**config.mk**
```make
export PLATFORM = sky130hd
export DESIGN_NAME = tcw_ctrl
export DESIGN_NICKNAME = d
export VERILOG_FILES = /design/src/tcw_pkg.sv /design/src/tcw_ctrl.sv
export SDC_FILE = /design/constraint.sdc
export NUM_CORES = 1
export LEC_CHECK = 0
export ABC_AREA = 1
export BUFFER_PORTS_ARGS = -buffer_cell sky130_fd_sc_hd__buf_2
export CORE_AREA = 4 4 41 43
export CTS_BUF_LIST = sky130_fd_sc_hd__clkbuf_4 sky130_fd_sc_hd__clkbuf_8
export CTS_CLUSTER_SIZE = 28
export DETAILED_ROUTE_END_ITERATION = 16
export DIE_AREA = 0 0 45 47
export HOLD_SLACK_MARGIN = 0.15
export PLACE_DENSITY_LB_ADDON = 0.15
export SETUP_SLACK_MARGIN = 0.15
export SYNTH_ARGS = -nofsm -noshare
export SYNTH_HDL_FRONTEND = slang
export SYNTH_SLANG_ARGS = --single-unit
export TNS_END_PERCENT = 5
```
**constraint.sdc**
```tcl
create_clock -name clk -period 2.74 [get_ports clk]
set_clock_uncertainty 0.2 [all_clocks]
set_input_delay 0.822 -clock clk [delete_from_list [all_inputs] [get_ports clk]]
set_output_delay 0.822 -clock clk [all_outputs]
set_load 0.05 [all_outputs]
```
**src/tcw_pkg.sv**
```systemverilog
`default_nettype none

package tcw_pkg;

    localparam logic [2:0] KIND_PUT_CUR   = 3'd0;
    localparam logic [2:0] KIND_PUT_POS   = 3'd1;
    localparam logic [2:0] KIND_BACKSPACE = 3'd2;
    localparam logic [2:0] KIND_CLEAR     = 3'd3;
    localparam logic [2:0] KIND_READ      = 3'd4;

    localparam logic [7:0] CODE_BLANK   = 8'h08;
    localparam logic [7:0] CODE_NEWLINE = 8'h0A;
    localparam logic [7:0] CODE_SPACE   = 8'h20;
    localparam logic [7:0] CODE_E       = 8'h45;
    localparam logic [7:0] ATTR_ERROR   = 8'h0C;
    localparam logic [7:0] ATTR_RESET   = 8'h0F;

    typedef struct packed {
        logic [2:0] kind;
        logic [7:0] char_code;
        logic [7:0] attr;
        logic [6:0] col;
        logic [4:0] row;
    } item_t;

    typedef struct packed {
        logic [6:0] cursor_col;
        logic [4:0] cursor_row;
        logic [7:0] read_char;
        logic [7:0] read_attr;
        logic       pos_error;
    } result_t;

    typedef enum logic [3:0] {
        ST_INIT,
        ST_IDLE,
        ST_EXEC,
        ST_READ_WAIT,
        ST_SCROLL_RD,
        ST_SCROLL_WR,
        ST_FILL_ZERO,
        ST_FILL_BLANK,
        ST_DONE
    } state_t;

    typedef struct packed {
        logic latch;
        logic exec;
        logic scroll_rd;
        logic scroll_wr;
        logic fill_wr;
        logic fill_blank;
        logic cnt_clr;
        logic cnt_tail;
        logic cnt_inc;
        logic emit;
    } cmd_t;

    typedef struct packed {
        logic [2:0] kind;
        logic       scroll;
        logic       fill_last;
        logic       scroll_last;
    } status_t;

endpackage

`default_nettype wire

```
**src/tcw_ctrl.sv**
```systemverilog
`default_nettype none

module tcw_ctrl
    import tcw_pkg::*;
(
    input  logic    clk,
    input  logic    rst_n,
    input  logic    start,
    input  status_t status,
    output logic    busy,
    output cmd_t    cmd
);

    state_t state_reg;
    state_t state_next;

    always_ff @(posedge clk or negedge rst_n)
    begin
        if (!rst_n)
        begin
            state_reg <= ST_INIT;
        end
        else
        begin
            state_reg <= state_next;
        end
    end

    always_comb
    begin
        state_next = state_reg;
        case (state_reg)
            ST_INIT:
            begin
                if (status.fill_last)
                begin
                    state_next = ST_IDLE;
                end
            end
            ST_IDLE:
            begin
                if (start)
                begin
                    state_next = ST_EXEC;
                end
            end
            ST_EXEC:
            begin
                if (status.kind == KIND_CLEAR)
                begin
                    state_next = ST_FILL_BLANK;
                end
                else if (status.kind == KIND_READ)
                begin
                    state_next = ST_READ_WAIT;
                end
                else if (status.scroll)
                begin
                    state_next = ST_SCROLL_RD;
                end
                else
                begin
                    state_next = ST_DONE;
                end
            end
            ST_READ_WAIT:
            begin
                state_next = ST_DONE;
            end
            ST_SCROLL_RD:
            begin
                state_next = ST_SCROLL_WR;
            end
            ST_SCROLL_WR:
            begin
                state_next = status.scroll_last ? ST_FILL_ZERO : ST_SCROLL_RD;
            end
            ST_FILL_ZERO, ST_FILL_BLANK:
            begin
                if (status.fill_last)
                begin
                    state_next = ST_DONE;
                end
            end
            ST_DONE:
            begin
                state_next = ST_IDLE;
            end
            default:
            begin
                state_next = ST_IDLE;
            end
        endcase
    end

    always_comb
    begin
        cmd  = '0;
        busy = (state_reg != ST_IDLE);
        case (state_reg)
            ST_INIT:
            begin
                cmd.fill_wr = 1'b1;
                cmd.cnt_inc = 1'b1;
            end
            ST_IDLE:
            begin
                cmd.latch = start;
            end
            ST_EXEC:
            begin
                cmd.exec    = 1'b1;
                cmd.cnt_clr = 1'b1;
            end
            ST_SCROLL_RD:
            begin
                cmd.scroll_rd = 1'b1;
            end
            ST_SCROLL_WR:
            begin
                cmd.scroll_wr = 1'b1;
                // after the last row move, sweep the bottom row
                cmd.cnt_tail  = status.scroll_last;
                cmd.cnt_inc   = !status.scroll_last;
            end
            ST_FILL_ZERO:
            begin
                cmd.fill_wr = 1'b1;
                cmd.cnt_inc = 1'b1;
            end
            ST_FILL_BLANK:
            begin
                cmd.fill_wr    = 1'b1;
                cmd.fill_blank = 1'b1;
                cmd.cnt_inc    = 1'b1;
            end
            ST_DONE:
            begin
                cmd.emit = 1'b1;
            end
            default:
            begin
                cmd = '0;
            end
        endcase
    end

endmodule

`default_nettype wire

```
==> impl_summary.txt, run 1 <==
----------------------------------------------------
[Placement]
  PortBufs ... 19
  HPWL after DPL ... 764.8 µm
  Number of placed cells counting well taps ... 98
  Final weighted congestion in routability-driven placement ... approximately 0.76
  Cell area after placement ... around 500 µm²

[Layout]
  Antenna diodes ... 0
  Proportion of layout cells with a drive suffix above 1 ... 40.70%
  Syn-to-layout area delta ... 33.23%
  Number of nets at the end of the flow ... 97
  Fin util ... just over 40%
  Flip-flop count of the largest register, all copies and words added ... 4
  Post-route cell area ... around 530 µm²
  Non-filler cells, final ... roughly 100

[Pwr]
  Switching power share of the total ... between 60% and 70%
  Worst IR Drop VDD ... 0.0004346 V
  Part of the power in combinational logic ... 73.7%
  Part of the total power dissipated in sequential elements ... 16.9%
  Clock Power Share ... approximately a tenth
  Pwr Density ... 1430 mW/mm²
  Final Power ... between 0.7 and 0.8 mW
  Internal power ... about 0.28 mW
  Static leakage power ... 0.3330 nW
  Net Switching ... 0.4726 mW

[Synthesis]
  Post-synthesis cell type with the largest combined area ... sky130_fd_sc_hd__dfrtp_1
  Register bit total from synthesis ... 4
  Share of the yosys chip area belonging to registers ... between 20% and 30%
  Summed instance area of the synthesized netlist ... ~400 µm²
  Count of yosys warnings during synthesis ... 0
  Post-synthesis net count ... 75
  Post-synth EDFFs ... 0
  Post-synthesis cell count ... 66
  Ys flop type ... sky130_fd_sc_hd__dfrtp_1
  Fraction of synthesis flops using an asynchronous set or reset pin ... between 90% and 100%
  Synth Area per Inst ... about 6.0 µm²
  Most repeated cell in the gate-level netlist after synthesis ... sky130_fd_sc_hd__nand2_1
  Leading cell types by count after synthesis ... sky130_fd_sc_hd__nand2_1, sky130_fd_sc_hd__inv_1, sky130_fd_sc_hd__nor2_1, sky130_fd_sc_hd__nand3_1
  Number of distinct standard cells referenced by the synthesized netlist ... 16
  Portion of synthesized cell area occupied by the leading cell type ... between 20% and 30%
  Cell types occupying the most area after synthesis ... sky130_fd_sc_hd__dfrtp_1, sky130_fd_sc_hd__nand2_1, sky130_fd_sc_hd__inv_1

[STA]
  Pins Over Slew Limit ... 0
  Setup-violating endpoint count in the final report ... 0
  Achievable frequency ... between 400 and 500 MHz
  Hold Vio Cnt, Final ... 0
  Max transition margin ... 81.62%
  RSZ-0062 raised after global routing ... false
  Crit share post-route ... between 80 and 90%
  Slew at the pin closest to its max-slew limit ... approximately 0.28 ns
  Post-layout min period ... ~2.5 ns

[Die]
  Starting density of the core ... between 30% and 40%
  Placement row count ... 13
  Die Footprint ... around 0.0021 mm²
  Die W ... 45 µm
  Core area ... approximately 0.0013 mm²
  Die Span Y ... 47 µm
  Top-level port count ... 20

[Drt]
  Residual DRC count ... 0
  Detailed-route wire length per cell ... roughly 8.6 µm
  Per-cell via count in the routed design ... between 4 and 5
  Violation count after the first detailed-route iteration ... 2
  Number of detailed-route iterations in the first pass ... 4
  Total wirelength of the detailed-routed design ... roughly 870 µm
  DR vias ... 440
  Number of nets with antenna violations after routing ... 0

[Clock tree]
  TritonCTS clock tree ... done
  Post-CTS repair timing setup buffer count ... 0
  Clock Sink Count ... 4
  Quantity of gates resized following cts ... 0
  Total clock buffers created by CTS ... 3
  Clock transition time at the flip-flop clock pins of the worst setup and hold paths ... about 0.04 ns
  Number of buffers inserted by hold repair at cts ... 0
  Count of H-tree levels built during CTS ... 1
  CTS max path bufs ... 2
  Cell at the root of the clock tree ... sky130_fd_sc_hd__clkbuf_4
  Clock latency of the later-clocked register in the worst-skew pair ... ~0.23 ns

[Critical path]
  CP startpoint kind ... flop
  Critical Path RT ... between 1.5 and 2 ns
  Arrival time reported for the critical path endpoint ... ~1.4 ns
  Endpoint type of the worst setup path ... output port
  Classification of the worst setup path ... reg2out
  Top fanout value on the critical path ... 8

[Outcome]
  Result of the run ... finished clean

[Global routing]
  Vias in the first global route ... between 300 and 400
  Overall overflow remaining after global route ... 0
  Antenna violations before repair ... 0
  Maximum number of pins on one net before global-route repair ... 9
  Global-route wire length before repair ... 1435 µm
  Overall routing resource usage ... 9.134%

[Job]
  Max-capacitance violation count ... 0

[Worst hold path]
  Worst min-delay path category ... in2async

----------------------------------------------------
## layout make-up
| class | instances | area, µm² |
|---|---|---|
| multi-input cells | 47 | 239.0 |
| well taps | 15 | 18.77 |
| flip-flops and latches | 4 | 100.1 |
| repair buffers | 19 | 97.59 |
| clock buffers | 3 | 22.52 |
| fillers | 159 | 774.5 |
| inverters | 13 | 48.80 |
## power groups by stage
stage	clock, mW	sequential (mW)	combinational [mW]
floorplan	0	0.111	0.475
global placement	0	0.130	0.561
detailed placement	0	0.129	0.556
CTS	0.0755	0.128	0.557
global route	0.0784	0.132	0.604
finish	0.0704	0.128	0.555
## metal layers
metal / wire length (µm) / vias to the layer above / global-route usage [%]
met2: 436 / 11 / 15.82
met4: 0 / 0 / 5.263
met3: 66 / 0 / 1.149
met1: 367 / 185 / 10.85
met5: 0 / - / 0
li1: - / 244 / -
## logic make-up (layout without fill, tap and decap cells)
kind of cell / after synthesis / in the layout / share of synthesized area (%)
simple gates: 43 / 43 / 50.95
flops: 4 / 4 / 25.32
compound gates: 4 / 4 / 8.230
buf+inv: 15 / 35 / 15.50
## through the flow
stage / hold slack [ns] / setup TNS, ns / worst slack [ns]
after global routing: 0.1808 / 0 / 0.1767
after CTS: 0.1784 / 0 / 0.2214
after global placement: 0.3577 / 0 / 0.3948
final: 0.1870 / 0 / 0.2772
after detailed placement: 0.3512 / 0 / 0.3788
after floorplan: 0.3100 / -0.01699 / -0.01699
## worst paths after layout
| check | startpoint | slack (ns) | endpoint | cells past startpoint |
|---|---|---|---|---|
| setup / recovery | state_reg[1]$_DFFE_PN0P_ | 0.28 | cmd[1] | 5 |
| hold / removal | rst_n | 0.19 | state_reg[1]$_DFFE_PN0P_ | 1 |
| setup reg to reg | state_reg[1]$_DFFE_PN0P_ | 1.41 | state_reg[1]$_DFFE_PN0P_ | 6 |
| hold reg to reg | state_reg[0]$_DFFE_PN0P_ | 0.36 | state_reg[0]$_DFFE_PN0P_ | 2 |
| max in group asynchronous | rst_n | 2.04 | state_reg[2]$_DFFE_PN0P_ | 1 |
| min in group clk | state_reg[0]$_DFFE_PN0P_ | 0.36 | state_reg[0]$_DFFE_PN0P_ | 2 |
## critical path: stages (launching register included)
cell	delay [ns]
sky130_fd_sc_hd__dfrtp_1	0.46
sky130_fd_sc_hd__nor2_2	0.19
sky130_fd_sc_hd__inv_2	0.07
sky130_fd_sc_hd__o21ai_2	0.12
sky130_fd_sc_hd__o21bai_1	0.12
sky130_fd_sc_hd__clkbuf_4	0.24
## cells in the final DEF, fill, tap and decap left out
cell	n
sky130_fd_sc_hd__nor2_1	9
sky130_fd_sc_hd__dfrtp_1	4
sky130_fd_sc_hd__nand2_1	19
sky130_fd_sc_hd__o211ai_1	1
sky130_fd_sc_hd__nand4_1	2
sky130_fd_sc_hd__nor3_2	1
sky130_fd_sc_hd__o21bai_1	1
sky130_fd_sc_hd__or2_0	1
sky130_fd_sc_hd__nand3_1	5
sky130_fd_sc_hd__inv_1	9
sky130_fd_sc_hd__inv_2	4
sky130_fd_sc_hd__buf_2	18
sky130_fd_sc_hd__nor2_2	4
sky130_fd_sc_hd__clkbuf_4	4
sky130_fd_sc_hd__nor2_4	2
sky130_fd_sc_hd__o21ai_2	2
(Power assumes the default switching activity.)
==> run 2, diff against run 1 <==
- clock period: 2.74 -> 2.9 ns (I/O delays scaled with it)
==> impl_summary.txt, run 2 (synthesis gave the netlist of run 1 again) <==
----------------------------------------------------
[Outcome]
  Result of the run ... finished clean (unchanged)

[STA]
  Slew at the pin closest to its max-slew limit ... 0.2758 ns (unchanged)
  Max transition margin ... 81.62% (unchanged)
  Setup-violating endpoint count in the final report ... 0 (unchanged)
  Achievable frequency ... ~390 MHz
  RSZ-0062 raised after global routing ... false (unchanged)
  Post-layout min period ... ~2.5 ns
  Pins Over Slew Limit ... 0 (unchanged)
  Crit share post-route ... 87.50%
  Hold Vio Cnt, Final ... 0 (unchanged)
  Setup TNS ... 0 ns (unchanged)

[Critical path]
  Worst setup path endpoint ... cmd[1] (unchanged)
  Worst Setup SP ... state_reg[1]$_DFFE_PN0P_ (unchanged)
  CP startpoint kind ... flop (unchanged)
  Top fanout value on the critical path ... 8 (unchanged)
  Reg-to-reg startpoint ... state_reg[1]$_DFFE_PN0P_ (unchanged)
  Path depth of the worst reg2reg path ... 6 (unchanged)
  Classification of the worst setup path ... reg2out (unchanged)
  Endpoint type of the worst setup path ... output port (unchanged)
  Setup slack, reg-to-reg ... 1.57 ns (was 1.41 ns)
  Arrival time reported for the critical path endpoint ... 1.47 ns (was 1.44 ns)
  Destination of the worst register-to-register timing path ... state_reg[1]$_DFFE_PN0P_ (unchanged)
  Critical Path RT ... 1.83 ns (was 1.72 ns)

[Global routing]
  Antenna violations before repair ... 0 (unchanged)
  Maximum number of pins on one net before global-route repair ... 9 (unchanged)
  Overall overflow remaining after global route ... 0 (unchanged)
  Global-route wire length before repair ... 1435 µm (unchanged)
  Vias in the first global route ... 383 (unchanged)
  Overall routing resource usage ... 9.134% (unchanged)

[Drt]
  Per-cell via count in the routed design ... 4.356 (unchanged)
  Total wirelength of the detailed-routed design ... 871 µm (was 870 µm)
  DR vias ... 440 (unchanged)
  Number of detailed-route iterations in the first pass ... 4 (unchanged)
  Detailed-route wire length per cell ... 8.624 µm (was 8.614 µm)
  Residual DRC count ... 0 (unchanged)
  Number of nets with antenna violations after routing ... 0 (unchanged)
  Violation count after the first detailed-route iteration ... 2 (unchanged)

[Clock tree]
  Total clock buffers created by CTS ... 3 (unchanged)
  CTS max path bufs ... 2 (unchanged)
  Count of H-tree levels built during CTS ... 1 (unchanged)
  Clock Sink Count ... 4 (unchanged)
  Cell at the root of the clock tree ... sky130_fd_sc_hd__clkbuf_4 (unchanged)
  Clock transition time at the flip-flop clock pins of the worst setup and hold paths ... 0.04 ns (about the same)
  Quantity of gates resized following cts ... 0 (unchanged)
  Clock latency of the later-clocked register in the worst-skew pair ... 0.23 ns (about the same)
  TritonCTS clock tree ... done (unchanged)
  Number of buffers inserted by hold repair at cts ... 0 (unchanged)
  Post-CTS repair timing setup buffer count ... 0 (unchanged)

[Die]
  Die Span Y ... 47 µm (unchanged)
  Die Footprint ... 0.002115 mm² (unchanged)
  Starting density of the core ... 30.38% (unchanged)
  Core area ... 0.001301 mm² (unchanged)
  Top-level port count ... 20 (unchanged)
  Die W ... 45 µm (unchanged)
  Placement row count ... 13 (unchanged)

[Placement]
  PortBufs ... 19 (unchanged)
  HPWL after DPL ... 764.8 µm (unchanged)
  Number of placed cells counting well taps ... 98 (unchanged)
  Final weighted congestion in routability-driven placement ... 0.7576 (unchanged)

[Layout]
  Fillcell total ... 159 (unchanged)
  Antenna diodes ... 0 (unchanged)
  Proportion of layout cells with a drive suffix above 1 ... 40.70% (unchanged)
  Syn-to-layout area delta ... 32.60% (was 33.23%)
  Number of nets at the end of the flow ... 97 (unchanged)
  Highest-count cells in the layout ignoring fill and taps ... sky130_fd_sc_hd__nand2_1, sky130_fd_sc_hd__buf_2, sky130_fd_sc_hd__inv_1, sky130_fd_sc_hd__nor2_1, sky130_fd_sc_hd__nand3_1 (unchanged)
  Non-filler cells, final ... 101 (unchanged)
  Flip-flop count of the largest register, all copies and words added ... 4 (unchanged)

[Pwr]
  Worst IR Drop VDD ... 0.0004101 V (was 0.0004346 V)
  Static leakage power ... 0.3328 nW (was 0.3330 nW)
  Pwr Density ... 1346 mW/mm² (was 1430 mW/mm²)

[Job]
  Max-capacitance violation count ... 0 (unchanged)

[Worst hold path]
  Worst min-delay path category ... in2async (unchanged)

----------------------------------------------------
[run 2: through the flow]
stage	total power [mW]	hold WS [ns]	setup WS [ns]	utilization, %	area (µm²)
2_1_floorplan	0.5538	0.3100	0.09501	-	400.4
5_1_grt	0.7639	0.2288	0.2608	40.29	524.3
6_report	0.7057	0.2350	0.3626	40.29	524.3
4_1_cts	0.7181	0.2264	0.3334	40.29	524.3
3_3_place_gp	0.6528	0.3577	0.4588	38.56	501.7
3_5_place_dp	0.6469	0.3512	0.4428	38.56	501.7
[run 2: cell type report]
class / instances / area (µm²) / area share (%)
Multi-Input combinational cell: 47 / 239.0 / 45.58
Sequential cell: 4 / 100.1 / 19.09
Inverter: 13 / 48.80 / 9.308
Tap cell: 15 / 18.77 / 3.580
Timing Repair Buffer: 19 / 95.09 / 18.14
Clock buffer: 3 / 22.52 / 4.296
[run 2: report_power, final]
group          switching (mW)  internal [mW]  total (mW)  leakage [nW]
sequential             0.0398         0.0807       0.121        0.0516
combinational           0.386          0.133       0.519         0.267
clock                  0.0204         0.0461      0.0665        0.0138
total                   0.446          0.259       0.706         0.333
[run 2: worst min-delay path by stage]
stage	slack [ns]	cells past startpoint	endpoint
after floorplan	0.31	2	state_reg[0]$_DFFE_PN0P_
final	0.24	1	state_reg[1]$_DFFE_PN0P_
after detailed placement	0.35	2	state_reg[0]$_DFFE_PN0P_
after global routing	0.23	1	state_reg[1]$_DFFE_PN0P_
after CTS	0.23	1	state_reg[1]$_DFFE_PN0P_
after global placement	0.36	2	state_reg[0]$_DFFE_PN0P_
[run 2: worst max-delay path, stage by stage (launching register included)]
cell and delay [ns]:
sky130_fd_sc_hd__dfrtp_1 0.46, sky130_fd_sc_hd__nor2_2 0.19, sky130_fd_sc_hd__inv_2 0.07, sky130_fd_sc_hd__o21ai_2 0.12
sky130_fd_sc_hd__o21bai_1 0.11, sky130_fd_sc_hd__buf_2 0.27
[run 2: metal layers]
layer / track usage (%) / vias up / share of wire [%]
met2: 15.82 / 11 / 50
met3: 1.149 / 0 / 7.7
met1: 10.85 / 185 / 42
met4: 5.263 / 0 / 0
li1: - / 244 / -
met5: 0 / - / 0
==> run 3, diff against run 2 <==
- PLACE_DENSITY_LB_ADDON: 0.15 -> 0.2
==> impl_summary.txt, run 3 (synthesis gave the netlist of run 1 again) <==
----------------------------------------------------
[Outcome]
  Result of the run ... finished clean (unchanged)

[Job]
  Max-capacitance violation count ... 0 (unchanged)

[Clock tree]
  Quantity of gates resized following cts ... 0 (unchanged)
  TritonCTS clock tree ... done (unchanged)
  Total clock buffers created by CTS ... 3 (unchanged)
  CTS max path bufs ... 2 (unchanged)
  Count of H-tree levels built during CTS ... 1 (unchanged)
  Number of buffers inserted by hold repair at cts ... 0 (unchanged)
  Cell at the root of the clock tree ... sky130_fd_sc_hd__clkbuf_4 (unchanged)
  Clock Sink Count ... 4 (unchanged)
  Post-CTS repair timing setup buffer count ... 0 (unchanged)
  Clock transition time at the flip-flop clock pins of the worst setup and hold paths ... 0.04 ns (about the same)
  Clock latency of the later-clocked register in the worst-skew pair ... 0.23 ns (about the same)

[STA]
  Post-layout min period ... 2.550 ns (was 2.537 ns)
  Achievable frequency ... 392.2 MHz (was 394.1 MHz)
  Setup-violating endpoint count in the final report ... 0 (unchanged)
  Slew at the pin closest to its max-slew limit ... 0.2693 ns (was 0.2758 ns)
  Setup TNS ... 0 ns (unchanged)
  Max transition margin ... 82.04% (was 81.62%)
  Worst setup slack after layout ... 0.3503 ns (was 0.3626 ns)
  Crit share post-route ... 87.92% (was 87.50%)
  RSZ-0062 raised after global routing ... false (unchanged)
  Pins Over Slew Limit ... 0 (unchanged)
  Hold Vio Cnt, Final ... 0 (unchanged)

[Pwr]
  Worst IR Drop VDD ... 0.0005289 V (was 0.0004101 V)
  Pwr Density ... 1355 mW/mm² (was 1346 mW/mm²)
  Static leakage power ... 0.3328 nW (unchanged)
  Final Power ... 0.7105 mW (was 0.7057 mW)

[Placement]
  HPWL after DPL ... 805.3 µm (was 764.8 µm)
  Number of placed cells counting well taps ... 98 (unchanged)
  Final weighted congestion in routability-driven placement ... 0.7668 (was 0.7576)
  PortBufs ... 19 (unchanged)
  Setup slack after placement ... 0.4465 ns (was 0.4428 ns)

[Drt]
  Violation count after the first detailed-route iteration ... 6 (was 2)
  Residual DRC count ... 0 (unchanged)
  Number of detailed-route iterations in the first pass ... 2 (was 4)
  Number of nets with antenna violations after routing ... 0 (unchanged)
  DR vias ... 440 (unchanged)
  Per-cell via count in the routed design ... 4.356 (unchanged)
  Detailed-route wire length per cell ... 9.040 µm (was 8.624 µm)
  Total wirelength of the detailed-routed design ... 913 µm (was 871 µm)

[Die]
  Top-level port count ... 20 (unchanged)
  Placement row count ... 13 (unchanged)
  Core area ... 0.001301 mm² (unchanged)
  Die Span Y ... 47 µm (unchanged)
  Starting density of the core ... 30.38% (unchanged)
  Die Footprint ... 0.002115 mm² (unchanged)
  Die W ... 45 µm (unchanged)

[Global routing]
  Maximum number of pins on one net before global-route repair ... 9 (unchanged)
  Antenna violations before repair ... 0 (unchanged)
  Vias in the first global route ... 417 (was 383)
  Overall routing resource usage ... 9.437% (was 9.134%)
  Global-route wire length before repair ... 1497 µm (was 1435 µm)
  Overall overflow remaining after global route ... 0 (unchanged)

[Critical path]
  Classification of the worst setup path ... reg2out (unchanged)
  Endpoint type of the worst setup path ... output port (unchanged)
  Critical Path RT ... 1.83 ns (about the same)
  Reg-to-reg startpoint ... state_reg[1]$_DFFE_PN0P_ (unchanged)
  Worst Setup SP ... state_reg[1]$_DFFE_PN0P_ (unchanged)
  Top fanout value on the critical path ... 8 (unchanged)
  CP startpoint kind ... flop (unchanged)
  Arrival time reported for the critical path endpoint ... 1.48 ns (was 1.47 ns)

[Layout]
  Non-filler cells, final ... 101 (unchanged)
  Area taken by multi-input logic gates ... 239.0 µm² (unchanged)
  Number of nets at the end of the flow ... 97 (unchanged)
  Syn-to-layout area delta ... 32.60% (unchanged)
  Flip-flop count of the largest register, all copies and words added ... 4 (unchanged)
  Fillcell total ... 166 (was 159)
  Fin util ... 40.29% (unchanged)
  Proportion of layout cells with a drive suffix above 1 ... 40.70% (unchanged)
  Highest-count cells in the layout ignoring fill and taps ... sky130_fd_sc_hd__nand2_1, sky130_fd_sc_hd__buf_2, sky130_fd_sc_hd__inv_1, sky130_fd_sc_hd__nor2_1, sky130_fd_sc_hd__nand3_1 (unchanged)
  Sequential standard cell area ... 100.1 µm² (unchanged)
  Antenna diodes ... 0 (unchanged)

[Worst hold path]
  Worst min-delay path category ... in2async (unchanged)

----------------------------------------------------
run 3: cell counts in the layout (fill, tap and decap cells not counted):
No cell type changed its count.
run 3: path summary, 6_finish.rpt:
check / to / slack, ns / depth (start not counted)
hold / removal: state_reg[0]$_DFFE_PN0P_ / 0.23 / 1
hold reg to reg: state_reg[0]$_DFFE_PN0P_ / 0.37 / 2
setup reg to reg: state_reg[1]$_DFFE_PN0P_ / 1.57 / 6
min in group clk: state_reg[0]$_DFFE_PN0P_ / 0.37 / 2
max in group asynchronous: state_reg[3]$_DFFE_PN0P_ / 2.16 / 1
setup / recovery: cmd[1] / 0.35 / 5
run 3: final cells by class:
| type | count | share of cell area [%] |
|---|---|---|
| Clock buffer | 3 | 4.296 |
| Sequential cell | 4 | 19.09 |
| Multi-Input combinational cell | 47 | 45.58 |
| Timing Repair Buffer | 19 | 18.14 |
| Tap cell | 15 | 3.580 |
| Inverter | 13 | 9.308 |
run 3: metrics by stage:
step,hold WS [ns],cell area (µm²)
2_1_floorplan,0.3100,400.4
3_3_place_gp,0.3568,501.7
3_5_place_dp,0.3565,501.7
4_1_cts,0.2223,524.3
5_1_grt,0.2203,524.3
6_report,0.2285,524.3
run 3: layer usage:
metal	up-vias	track usage [%]	routed length (µm)
met4	0	7.018	16
met1	187	11.03	377
met3	2	0	53
met2	11	16.67	466
li1	240	-	-
met5	-	0	0
run 3: report_power, final:
part / internal [mW] / switching (mW) / total, mW
combinational: 0.133 / 0.388 / 0.521
sequential: 0.0807 / 0.0412 / 0.122
clock: 0.0462 / 0.0216 / 0.0678
run 3: critical path, stage by stage, from the launching register on:
cell                       delay [ns]
sky130_fd_sc_hd__dfrtp_1         0.46
sky130_fd_sc_hd__nor2_2          0.20
sky130_fd_sc_hd__inv_2           0.07
sky130_fd_sc_hd__o21ai_2         0.12
sky130_fd_sc_hd__o21bai_1        0.11
sky130_fd_sc_hd__buf_2           0.27
